==> src/hdl/lab_pkg.sv <==
`timescale 1ns / 1ps

package lab_pkg;

  // Default sizing
  localparam int FRAC_BITS_DEF = 16;
  localparam int MAX_EXP_DEF   = 15;

  // Width of the divider datapath
  localparam int DIV_W = 64;

  // Action codes
  localparam logic [2:0] ACT_LOAD   = 3'd0;
  localparam logic [2:0] ACT_ADD    = 3'd1;
  localparam logic [2:0] ACT_SUB    = 3'd2;
  localparam logic [2:0] ACT_MUL    = 3'd3;
  localparam logic [2:0] ACT_DIV    = 3'd4;
  localparam logic [2:0] ACT_POW    = 3'd5;
  localparam logic [2:0] ACT_REBASE = 3'd6;

  // Status codes
  localparam logic [2:0] ST_OK          = 3'd0;
  localparam logic [2:0] ST_BASE_ONE    = 3'd1;
  localparam logic [2:0] ST_BASE_NONPOS = 3'd2;
  localparam logic [2:0] ST_NUM_NONPOS  = 3'd3;
  localparam logic [2:0] ST_DIV_ZERO    = 3'd4;
  localparam logic [2:0] ST_SAT         = 3'd5;

  typedef struct packed {
    logic [31:0] val;
    logic        sat;
  } sat_res_t;

  // Apply a sign to a magnitude and clamp to the 32-bit signed range
  function automatic sat_res_t from_mag(input logic neg, input logic [DIV_W-1:0] mag);
    sat_res_t res;
    res.sat = 1'b0;
    if (!neg) begin
      if (mag > DIV_W'(32'h7FFF_FFFF)) begin
        res.sat = 1'b1;
        res.val = 32'h7FFF_FFFF;
      end else begin
        res.val = mag[31:0];
      end
    end else begin
      if (mag > DIV_W'(32'h8000_0000)) begin
        res.sat = 1'b1;
        res.val = 32'h8000_0000;
      end else begin
        res.val = 32'd0 - mag[31:0];
      end
    end
    return res;
  endfunction

endpackage

==> src/hdl/lab_div.sv <==
`timescale 1ns / 1ps

module lab_div (
  input  logic                        clk,
  input  logic                        rst,
  input  logic                        start,
  input  logic [lab_pkg::DIV_W-1:0]   dividend,
  input  logic [lab_pkg::DIV_W-1:0]   divisor,
  output logic                        done,
  output logic [lab_pkg::DIV_W-1:0]   quotient
);

  localparam int W    = lab_pkg::DIV_W;
  localparam int CNTW = $clog2(W + 1);

  logic            busy;
  logic [CNTW-1:0] cnt;
  logic [W:0]      rem;
  logic [W-1:0]    dvd;
  logic [W-1:0]    dvs;
  logic [W-1:0]    quo;
  logic [W:0]      rem_sh;
  logic [W+1:0]    diff;
  logic            ge;

  // One restoring step: shift in the next dividend bit, trial subtract
  assign rem_sh   = {rem[W-1:0], dvd[W-1]};
  assign diff     = {1'b0, rem_sh} - {2'b0, dvs};
  assign ge       = !diff[W+1];
  assign quotient = quo;

  // Advance one quotient bit per cycle
  always_ff @(posedge clk) begin
    if (rst) begin
      busy <= 1'b0;
      done <= 1'b0;
      cnt  <= '0;
    end else begin
      done <= 1'b0;
      if (start) begin
        busy <= 1'b1;
        cnt  <= CNTW'(W);
        rem  <= '0;
        dvd  <= dividend;
        dvs  <= divisor;
        quo  <= '0;
      end else if (busy) begin
        rem <= ge ? diff[W:0] : rem_sh;
        dvd <= {dvd[W-2:0], 1'b0};
        quo <= {quo[W-2:0], ge};
        cnt <= cnt - 1'b1;
        if (cnt == CNTW'(1)) begin
          busy <= 1'b0;
          done <= 1'b1;
        end
      end
    end
  end

endmodule

==> src/hdl/log_any_base_accumulator.sv <==
`timescale 1ns / 1ps

// Log value accumulator with change of base, signed fixed point words.
// Input channel (in_valid/in_ready) carries one request: an action code
// with number_in, base_in, operand_value and exponent. Output channel
// (out_valid/out_ready) returns one result per request: value_out, the
// stored log value after the request, and a status code.
// One request is worked at a time; in_ready is high only while idle.
// Each request is worked by one shared multiplier and a bit-serial
// divider: add/subtract in the dispatch step; multiply with one product;
// divide with one division; power with one product per extra factor;
// load and rebase run two logarithms (up to 30 normalizing shifts and
// 30 squarings each) and a 64-step division.
// Reset clears the stored number, base and log value to zero and
// empties the output register. A finished result waits in the output
// register while the receiver stalls; the next request can be taken in
// meanwhile, and its result is held until the output register frees.
module log_any_base_accumulator #(
  parameter int FRAC_BITS    = lab_pkg::FRAC_BITS_DEF,
  parameter int MAX_EXPONENT = lab_pkg::MAX_EXP_DEF
) (
  input  logic        clk,
  input  logic        rst,
  input  logic        in_valid,
  output logic        in_ready,
  input  logic [2:0]  action,
  input  logic [31:0] number_in,
  input  logic [31:0] base_in,
  input  logic [31:0] operand_value,
  input  logic [3:0]  exponent,
  output logic        out_valid,
  input  logic        out_ready,
  output logic [31:0] value_out,
  output logic [2:0]  status
);

  localparam int W = lab_pkg::DIV_W;
  localparam logic [31:0] ONE_FX = 32'(64'd1 << FRAC_BITS);
  localparam logic [W-1:0] HALF_LSB = W'(64'd1 << (FRAC_BITS - 1));

  localparam logic [3:0] S_IDLE   = 4'd0;
  localparam logic [3:0] S_DISP   = 4'd1;
  localparam logic [3:0] S_NORM   = 4'd2;
  localparam logic [3:0] S_SQR    = 4'd3;
  localparam logic [3:0] S_LOGFIN = 4'd4;
  localparam logic [3:0] S_DIV    = 4'd5;
  localparam logic [3:0] S_DIVFIN = 4'd6;
  localparam logic [3:0] S_MUL    = 4'd7;
  localparam logic [3:0] S_MULRND = 4'd8;
  localparam logic [3:0] S_DONE   = 4'd9;

  logic [3:0]  state;
  logic [2:0]  act_r;
  logic [31:0] num_r;
  logic [31:0] base_r;
  logic [31:0] opv_r;
  logic [3:0]  e_r;
  logic [31:0] stored_number;
  logic [31:0] stored_base;
  logic [31:0] log_value;
  logic [31:0] m;
  logic [4:0]  p;
  logic [29:0] frac;
  logic [5:0]  cnt;
  logic        phase;
  logic [37:0] ln_r;
  logic [31:0] r_acc;
  logic [31:0] mop;
  logic [65:0] prod;
  logic        sat_acc;
  logic        neg_r;
  logic [31:0] res_val;
  logic [2:0]  res_st;

  logic               div_start;
  logic [W-1:0]       div_num;
  logic [W-1:0]       div_den;
  logic               div_done;
  logic [W-1:0]       div_quo;

  assign in_ready = (state == S_IDLE);

  // Shared multiplier: squares the mantissa or forms a log product
  logic signed [32:0] mul_a;
  logic signed [32:0] mul_b;
  logic signed [65:0] mul_p;
  assign mul_a = (state == S_SQR) ? $signed({1'b0, m}) : $signed({r_acc[31], r_acc});
  assign mul_b = (state == S_SQR) ? $signed({1'b0, m}) : $signed({mop[31], mop});
  assign mul_p = mul_a * mul_b;

  logic [31:0] sq_t;
  assign sq_t = mul_p[61:30];

  // Round a registered product to nearest on the magnitude
  logic        pneg;
  logic [65:0] pmag;
  logic [W-1:0] rnd;
  lab_pkg::sat_res_t mul_res;
  always_comb begin
    pneg    = prod[65];
    pmag    = pneg ? (66'd0 - prod) : prod;
    rnd     = (pmag[W-1:0] + HALF_LSB) >> FRAC_BITS;
    mul_res = lab_pkg::from_mag(pneg, rnd);
  end

  // Logarithm just finished: integer part from the top bit position
  logic [7:0]  ip;
  logic [37:0] lg_cur;
  logic [37:0] ln_mag;
  logic [37:0] lb_mag;
  assign ip     = {3'b0, p} - 8'(FRAC_BITS);
  assign lg_cur = {ip, frac};
  assign ln_mag = ln_r[37] ? (38'd0 - ln_r) : ln_r;
  assign lb_mag = lg_cur[37] ? (38'd0 - lg_cur) : lg_cur;

  // Magnitudes for the divide action
  logic [31:0] lv_mag;
  logic [31:0] ov_mag;
  assign lv_mag = log_value[31] ? (32'd0 - log_value) : log_value;
  assign ov_mag = opv_r[31] ? (32'd0 - opv_r) : opv_r;

  // Add or subtract with clamping
  logic [32:0] sum;
  assign sum = (act_r == lab_pkg::ACT_ADD) ? ({log_value[31], log_value} + {opv_r[31], opv_r})
                                           : ({log_value[31], log_value} - {opv_r[31], opv_r});

  // Load and rebase checks
  logic [31:0] nsrc;
  assign nsrc = (act_r == lab_pkg::ACT_LOAD) ? num_r : stored_number;

  // Effective power after clamping
  logic [5:0] e_eff;
  assign e_eff = (int'(e_r) > MAX_EXPONENT) ? 6'(MAX_EXPONENT) : {2'b0, e_r};

  lab_pkg::sat_res_t div_res;
  assign div_res = lab_pkg::from_mag(neg_r, div_quo);

  // Divider request
  always_comb begin
    div_start = 1'b0;
    div_num   = '0;
    div_den   = '0;
    if (state == S_LOGFIN && phase && lg_cur != '0) begin
      div_start = 1'b1;
      div_num   = ({26'd0, ln_mag} << FRAC_BITS) + {27'd0, lb_mag[37:1]};
      div_den   = {26'd0, lb_mag};
    end else if (state == S_DISP && act_r == lab_pkg::ACT_DIV && opv_r != '0) begin
      div_start = 1'b1;
      div_num   = ({32'd0, lv_mag} << FRAC_BITS) + {33'd0, ov_mag[31:1]};
      div_den   = {32'd0, ov_mag};
    end
  end

  lab_div u_div (
    .clk      (clk),
    .rst      (rst),
    .start    (div_start),
    .dividend (div_num),
    .divisor  (div_den),
    .done     (div_done),
    .quotient (div_quo)
  );

  // Sequencer
  always_ff @(posedge clk) begin
    if (rst) begin
      state         <= S_IDLE;
      out_valid     <= 1'b0;
      stored_number <= '0;
      stored_base   <= '0;
      log_value     <= '0;
    end else begin
      // Drop the taken result unless a new one replaces it this cycle
      if (out_valid && out_ready && state != S_DONE) begin
        out_valid <= 1'b0;
      end
      unique case (state)
        S_IDLE: begin
          if (in_valid) begin
            act_r  <= action;
            num_r  <= number_in;
            base_r <= base_in;
            opv_r  <= operand_value;
            e_r    <= exponent;
            state  <= S_DISP;
          end
        end
        S_DISP: begin
          res_val <= log_value;
          res_st  <= lab_pkg::ST_OK;
          state   <= S_DONE;
          case (act_r)
            lab_pkg::ACT_LOAD, lab_pkg::ACT_REBASE: begin
              if (base_r == ONE_FX) begin
                res_st <= lab_pkg::ST_BASE_ONE;
              end else if ($signed(base_r) <= 0) begin
                res_st <= lab_pkg::ST_BASE_NONPOS;
              end else if ($signed(nsrc) <= 0) begin
                res_st <= lab_pkg::ST_NUM_NONPOS;
              end else begin
                num_r <= nsrc;
                m     <= nsrc;
                p     <= 5'd30;
                phase <= 1'b0;
                state <= S_NORM;
              end
            end
            lab_pkg::ACT_ADD, lab_pkg::ACT_SUB: begin
              if (sum[32] != sum[31]) begin
                log_value <= sum[32] ? 32'h8000_0000 : 32'h7FFF_FFFF;
                res_val   <= sum[32] ? 32'h8000_0000 : 32'h7FFF_FFFF;
                res_st    <= lab_pkg::ST_SAT;
              end else begin
                log_value <= sum[31:0];
                res_val   <= sum[31:0];
              end
            end
            lab_pkg::ACT_MUL: begin
              r_acc   <= log_value;
              mop     <= opv_r;
              cnt     <= 6'd1;
              sat_acc <= 1'b0;
              state   <= S_MUL;
            end
            lab_pkg::ACT_DIV: begin
              if (opv_r == '0) begin
                res_st <= lab_pkg::ST_DIV_ZERO;
              end else begin
                neg_r <= log_value[31] ^ opv_r[31];
                state <= S_DIV;
              end
            end
            lab_pkg::ACT_POW: begin
              if (e_eff == '0) begin
                log_value <= ONE_FX;
                res_val   <= ONE_FX;
              end else if (e_eff != 6'd1) begin
                r_acc   <= log_value;
                mop     <= log_value;
                cnt     <= e_eff - 6'd1;
                sat_acc <= 1'b0;
                state   <= S_MUL;
              end
            end
            default: begin
            end
          endcase
        end
        S_NORM: begin
          // Shift the top set bit up to bit 30
          if (!m[30]) begin
            m <= {m[30:0], 1'b0};
            p <= p - 5'd1;
          end else begin
            cnt   <= 6'd30;
            state <= S_SQR;
          end
        end
        S_SQR: begin
          // Square the mantissa, take one fraction bit
          if (sq_t[31]) begin
            m <= {1'b0, sq_t[31:1]};
          end else begin
            m <= sq_t;
          end
          frac <= {frac[28:0], sq_t[31]};
          cnt  <= cnt - 6'd1;
          if (cnt == 6'd1) begin
            state <= S_LOGFIN;
          end
        end
        S_LOGFIN: begin
          if (!phase) begin
            ln_r  <= lg_cur;
            m     <= base_r;
            p     <= 5'd30;
            phase <= 1'b1;
            state <= S_NORM;
          end else if (lg_cur == '0) begin
            res_st <= lab_pkg::ST_BASE_ONE;
            state  <= S_DONE;
          end else begin
            stored_number <= num_r;
            stored_base   <= base_r;
            neg_r         <= ln_r[37] ^ lg_cur[37];
            state         <= S_DIV;
          end
        end
        S_DIV: begin
          if (div_done) begin
            state <= S_DIVFIN;
          end
        end
        S_DIVFIN: begin
          log_value <= div_res.val;
          res_val   <= div_res.val;
          res_st    <= div_res.sat ? lab_pkg::ST_SAT : lab_pkg::ST_OK;
          state     <= S_DONE;
        end
        S_MUL: begin
          prod  <= mul_p;
          state <= S_MULRND;
        end
        S_MULRND: begin
          r_acc <= mul_res.val;
          cnt   <= cnt - 6'd1;
          if (cnt == 6'd1) begin
            log_value <= mul_res.val;
            res_val   <= mul_res.val;
            res_st    <= (sat_acc || mul_res.sat) ? lab_pkg::ST_SAT : lab_pkg::ST_OK;
            state     <= S_DONE;
          end else begin
            sat_acc <= sat_acc | mul_res.sat;
            state   <= S_MUL;
          end
        end
        S_DONE: begin
          // Hold the result until the output register frees
          if (!out_valid || out_ready) begin
            value_out <= res_val;
            status    <= res_st;
            out_valid <= 1'b1;
            state     <= S_IDLE;
          end
        end
        default: begin
          state <= S_IDLE;
        end
      endcase
    end
  end

`ifndef SYNTH
  a_accept_dispatch: assert property (@(posedge clk) disable iff (rst)
    (in_valid && in_ready) |=> (state == S_DISP))
    else $error("accepted request not dispatched");

  a_done_emits: assert property (@(posedge clk) disable iff (rst)
    (state == S_DONE && (!out_valid || out_ready)) |=> (out_valid && state == S_IDLE))
    else $error("finished result not presented");

  a_status_range: assert property (@(posedge clk) disable iff (rst)
    out_valid |-> (status <= lab_pkg::ST_SAT))
    else $error("status code out of range");

  a_div_start_idle: assert property (@(posedge clk) disable iff (rst)
    div_start |=> (state == S_DIV))
    else $error("divider started outside a division");

  a_sqr_count: assert property (@(posedge clk) disable iff (rst)
    (state == S_SQR) |-> (cnt != 6'd0 && cnt <= 6'd30))
    else $error("squaring count out of range");
`endif

endmodule
==> config.mk <==
export PLATFORM = sky130hd
export DESIGN_NAME = log_any_base_accumulator
export DESIGN_NICKNAME = d
export VERILOG_FILES = /design/src/hdl/lab_pkg.sv /design/src/hdl/lab_div.sv /design/src/hdl/log_any_base_accumulator.sv
export SDC_FILE = /design/constraint.sdc
export NUM_CORES = 2
export LEC_CHECK = 0
export BUFFER_PORTS_ARGS = -buffer_cell sky130_fd_sc_hd__buf_2
export CAP_MARGIN = 0
export CORE_ASPECT_RATIO = 1.5
export CORE_MARGIN = 2
export CORE_UTILIZATION = 52
export DETAILED_ROUTE_END_ITERATION = 16
export PLACE_DENSITY = 0.66
export REMOVE_ABC_BUFFERS = 1
export SETUP_SLACK_MARGIN = 0.3
export SYNTH_ARGS = -nofsm -noshare
export SYNTH_HDL_FRONTEND = slang
export SYNTH_SLANG_ARGS = --single-unit
==> constraint.sdc <==
create_clock -name clk -period 14 [get_ports clk]
set_input_delay 1.4 -clock clk [delete_from_list [all_inputs] [get_ports clk]]
set_output_delay 1.4 -clock clk [all_outputs]
set_load 0.05 [all_outputs]
* Word-level counts from Yosys, hierarchy flattened *
Index checks and enable logic that the tools add are counted.

operators by class
  add/sub/neg operators = 18
  $mul = 1
  magnitude comparators = 6
  eq/ne operators = 44
  multiplexer cells = 115
  bitwise gates (word level) = 7
  reductions and logical operators = 54

operators with widths
  cell                    number
  $mux 32                 21
  $mux 64                 6
  $pmux 32 s2             5
  $mux 33                 5
  $pmux 32 s4             1
  $sub 1x32->32 const A   4
  $mux 38                 3
  $pmux 32 s3             1
  $mul 33x33->66          1
  $sub 65x64->66          1
  $add 64x16->64 const B  1
  $gt 64x31->1 const B    1
  $gt 64x32->1 const B    1
  $le 32x1->1 const B     2
  $sub 1x64->64 const A   1
  $mux 4                  14
  $add 54x37->55          1
  $mux 55                 1
  $add 48x31->49          1
  $mux 49                 1
  $gt 48x31->1 const B    1
  $gt 48x32->1 const B    1
  $pmux 4 s10             1
  $logic_not 38->1        1
  63 further kinds        169

storage, ports and cells
  register bits = 749
  output and inout bits = 37
  word-level logic and storage cells = 279

* Logic depth before layout (Yosys ltp) *
  depth in word-level cells = 10
  depth in mapped cells = 42

* Hierarchy *
Synthesis repeated with hierarchy kept, for this count alone.

unflattened totals
  cell total of the unflattened synthesis = 9124
  area total of the unflattened synthesis = 84619.9 µm²

modules (own cells, without submodules)
  module                    instances  cells an instance  area each (µm²)  seq. area each (µm²)
  log_any_base_accumulator  1          7888               70552.7          13783.2
  lab_div                   1          1236               14067.2          7867.5

* Worst setup path before layout *
Ideal clock, no wire load.

  path kind = register -> register
  start = reg state[2]
  end = reg m[24], data pin
  library setup time = 0.259 ns
  arrival = 10.370 ns
  slack = 3.371 ns
  cell stages (with the launch flop) = 40
  buffers on the path = 6
  cell sequence = dfxtp_1 -> clkbuf_1 -> nor2_1 -> and3_1 -> clkbuf_1 -> clkbuf_1 -> clkbuf_1 -> nand2_1 -> nand2_1 -> clkbuf_1 -> nand2_1 -> fa_1 -> inv_1 -> fa_1 -> fa_1 -> inv_1 -> fa_1 -> inv_1 -> [... 4 more ...] -> fa_1 -> inv_1 -> ha_1 -> a21o_1 -> a21o_1 -> a21o_1 -> a21o_1 -> a21oi_1 -> nor2_1 -> a311o_1 -> a21oi_1 -> o31ai_1 -> a211oi_1 -> o21bai_1 -> xnor2_1 -> inv_2 -> buf_1 -> a211o_1

between the ends
  longest elaborated chain between the ends = 5
  elaborated cells on any way between the ends = 9
  classes of those cells = mul: 1; eq/ne: 4; mux: 4

ends and longest elaborated chain
  item                               line                                                            text
  from (decl)                        log_any_base_accumulator.sv:52                                  logic [3:0] state;
  from (signal assigned)             log_any_base_accumulator.sv:167                                 state <= S_IDLE;
  from (signal assigned)             log_any_base_accumulator.sv:185                                 state <= S_DISP;
  from (signal assigned)             log_any_base_accumulator.sv:191                                 state <= S_DONE;
  $eq 4x2->1 (*)                     log_any_base_accumulator.sv:87, log_any_base_accumulator.sv:88
  $mux 33, on equally long branches  log_any_base_accumulator.sv:87, log_any_base_accumulator.sv:88
  $mul 33x33->66 (*)                 log_any_base_accumulator.sv:89                                  assign mul_p = mul_a * mul_b;
  net mul_p[61]                      log_any_base_accumulator.sv:86                                  logic signed [65:0] mul_p;
  $mux 31 (*)                        log_any_base_accumulator.sv:261                                 if (sq_t[31]) begin
  $pmux 32 s4 (*)                    log_any_base_accumulator.sv:177                                 unique case (state)
  to (signal assigned)               log_any_base_accumulator.sv:262                                 m <= {1'b0, sq_t[31:1]};
  to (signal assigned)               log_any_base_accumulator.sv:264                                 m <= sq_t;
  to (signal assigned)               log_any_base_accumulator.sv:275                                 m <= base_r;
  to (decl)                          log_any_base_accumulator.sv:61                                  logic [31:0] m;

The timed path passes the listed nets; every way through them passes the cells marked *.
A chain may end at the register's enable or synchronous reset.

* Worst setup path after layout *
  start = reg state[2]
  end = reg m[22], data pin

between the ends
  longest elaborated chain between the ends = 5
  elaborated cells on any way between the ends = 9
  classes of those cells = mul: 1; eq/ne: 4; mux: 4

ends and longest elaborated chain
  item                               line
  $eq 4x2->1                         log_any_base_accumulator.sv:87, log_any_base_accumulator.sv:88, log_any_base_accumulator.sv:177
  $mux 33, on equally long branches  log_any_base_accumulator.sv:87, log_any_base_accumulator.sv:88
  $mul 33x33->66                     log_any_base_accumulator.sv:89
  $mux 31                            log_any_base_accumulator.sv:261
  $pmux 32 s4 (*)                    log_any_base_accumulator.sv:177

Every way passes the cells marked *; elsewhere a longest branch is shown, timed or not.

==> impl_metrics.tcl <==
set metrics [dict create \
    crit_arrival_ns 13.18 \
    worstHoldPathType "register to register" \
    worst_slew_pin_slew_ns 1.426 \
    antenna_found_initial 15 \
    seq_area_um2 20840 \
    postCtsSetupRepairBufs 0 \
    slew_violations 0 \
    synth-seq-area-share 0.2541 \
    rsz0062_at_grt "false" \
    drc 0 \
    worstHoldStart "res_val[0]" \
    whs_path_depth 0 \
    hold_buffers 0 \
    postRouteAntennaNets 0 \
    place_congestion 1.095 \
    cts_tree "built" \
    finalCriticalPeriod_ns 12.73 \
    io_pins 144 \
    fin_crit_sh 0.9092 \
    drive_above_1_share 0.07100 \
    crit_path_end_kind "register" \
    synth_common_cells "nand2_1, inv_1, fa_1" \
    wl_per_cell_um 29.82 \
    min_to "value_out[0]" \
    portBuffers 143 \
    synth.cell_area_um2 82020 \
    track_usage 0.4129 \
    maxSlewHeadroom 0.04923 \
    multiInputGateArea_um2 54980 \
    drv_cap 0 \
    synth.most_common_cell "nand2_1" \
    max_stage_delay_ns 0.92 \
    synth_area_leader_cell "fa_1" \
    worstReg2RegEnd "m[22]" \
    fill_cells 14152 \
    row_count 178 \
    slowest_stage "a21oi_2" \
    root_buffer "clkbuf_16" \
    skew_ns 0.05625 \
    setup_viol 0 \
    path_class "register to register" \
    status "finished clean" \
    synthFlopType "edfxtp_1" \
    start_util 0.5231 \
    grt_pass1_wl_um 476000 \
    ys_ff_latch 720 \
    cp_max_fo 56 \
    path_clk_slew_ns 0.06 \
    drtIter0Drc 6610 \
    synth_edf_count 642 \
    start_kind "register" \
    fp.dieH_um 490.4 \
    clk_latency_ns 0.71 \
    fmax_ghz 0.07856 \
    num_vias 67828 \
    synthTopCellsByArea "fa_1, edfxtp_1, nand2_1, inv_1, ha_1" \
    dp_hpwl_um 267200 \
    synth-async-reset-ratio 0 \
    finalSetupTns_ns 0 \
    clock-sinks 720 \
    nets 10499 \
    reg2reg_depth 33 \
    r2r_start "state[2]" \
    htreeDepth 3 \
    ctsResizeCount 0 \
    wirelength_um 329700 \
    grt_pass1_vias 70378 \
    grt_max_degree 156 \
    chipWidth_um 328.3 \
    critical_path_buf_inv_count 7 \
    cts_buffer_depth 3 \
    drt_pre_antenna_iters 9 \
    numCtsBuffers 75 \
    crit_top_cell "fa_1" \
    crit_family "adder cells" \
    core_um2 156800 \
    yosys_warnings 0 \
    worstPathRequired_ns 14.45 \
    die_area_um2 161000 \
    regToRegSetupSlack_ns 1.27 \
    netlist_instances 8884 \
    gr-total-overflow 0 \
    synth_area_per_cell_um2 9.233 \
    viasPerCell 6.134 \
    synth_cell_types 108 \
    syn2layout_area_growth_pct 7.617 \
    final-hold-violation-count 0 \
    synth_top_area_share 0.2804 \
]
-- layout by cell type, fill, tap and decap left out, types with 143 or more instances in the layout --
cell	instances
xor2_1	164
a21oi_1	386
fa_1	1148
and2_1	143
edfxtp_1	642
inv_1	1268
buf_4	236
nand2_1	1296
xnor2_1	304
nor2_1	829
buf_2	143
ha_1	341
o21ai_0	304
-- area by class of cell --
| cell class | count | area share |
|---|---|---|
| multi-input cells | 6453 | 0.6229 |
| flip-flops and latches | 720 | 0.2361 |
| clock buffers | 92 | 0.02223 |
| inverters | 1270 | 0.05401 |
| well taps | 2070 | 0.02934 |
| clock inverters | 41 | 0.005797 |
| repair buffers | 382 | 0.02880 |
| diodes | 29 | 0.0008221 |
-- flip-flops by register name (all words and copies together) (netlist names), 5 cells and up --
| register | flops |
|---|---|
| num_r | 32 |
| mop | 32 |
| p | 5 |
| m | 32 |
| u_div.rem | 64 |
| frac | 30 |
| u_div.cnt | 7 |
| log_value | 32 |
| base_r | 32 |
| u_div.dvd | 64 |
| stored_number | 32 |
| ln_r | 35 |
| value_out | 32 |
| prod | 65 |
| opv_r | 32 |
| res_val | 32 |
| r_acc | 32 |
| u_div.quotient | 64 |
| u_div.dvs | 37 |
| cnt | 6 |
-- routing by layer --
metal,GRT usage,routed length [µm],vias up
met4,0.3833,38970,6
met1,0.4328,105700,33887
li1,-,-,29102
met2,0.6860,158600,3545
met5,0,44,-
met3,0.08974,26410,1288
-- how the worst max path moves through the flow --
stage | from | to | cells after the start
global placement | state[2] | m[0] | 34
global route | state[2] | m[16] | 33
CTS | state[0] | m[22] | 32
detailed placement | state[0] | m[0] | 32
finish | state[2] | m[22] | 33
floorplan | state[2] | m[11] | 33
-- per-stage QoR --
stage                     area (µm²)  hold slack, ns  worst slack, ns  instances  utilization
after floorplan                80310          0.4003           0.6816       8443            -
after global placement         85690          0.4042            1.859      10893       0.5465
after detailed placement       85690          0.4064            1.733      10893       0.5465
after CTS                      88160          0.4257            1.681      11026       0.5623
after global routing           88240          0.4255           0.8351      11046       0.5628
final                          88270          0.4246            1.271      11057       0.5630
-- kinds of logic (layout without fill, tap and decap cells) --
family | Yosys count | after routing | synth area share
simple gates | 3007 | 3007 | 0.1644
other cells | 1 | 34 | 0.00004572
buf+inv | 1715 | 1785 | 0.07914
compound gates | 1398 | 1398 | 0.1094
flops | 720 | 720 | 0.2541
mux | 82 | 82 | 0.01014
xor+xnor | 471 | 471 | 0.05039
fa+ha+maj | 1490 | 1490 | 0.3325
Power is not shown: default switching activity piles up to over one toggle a cycle in this logic, so the estimate is an artifact.
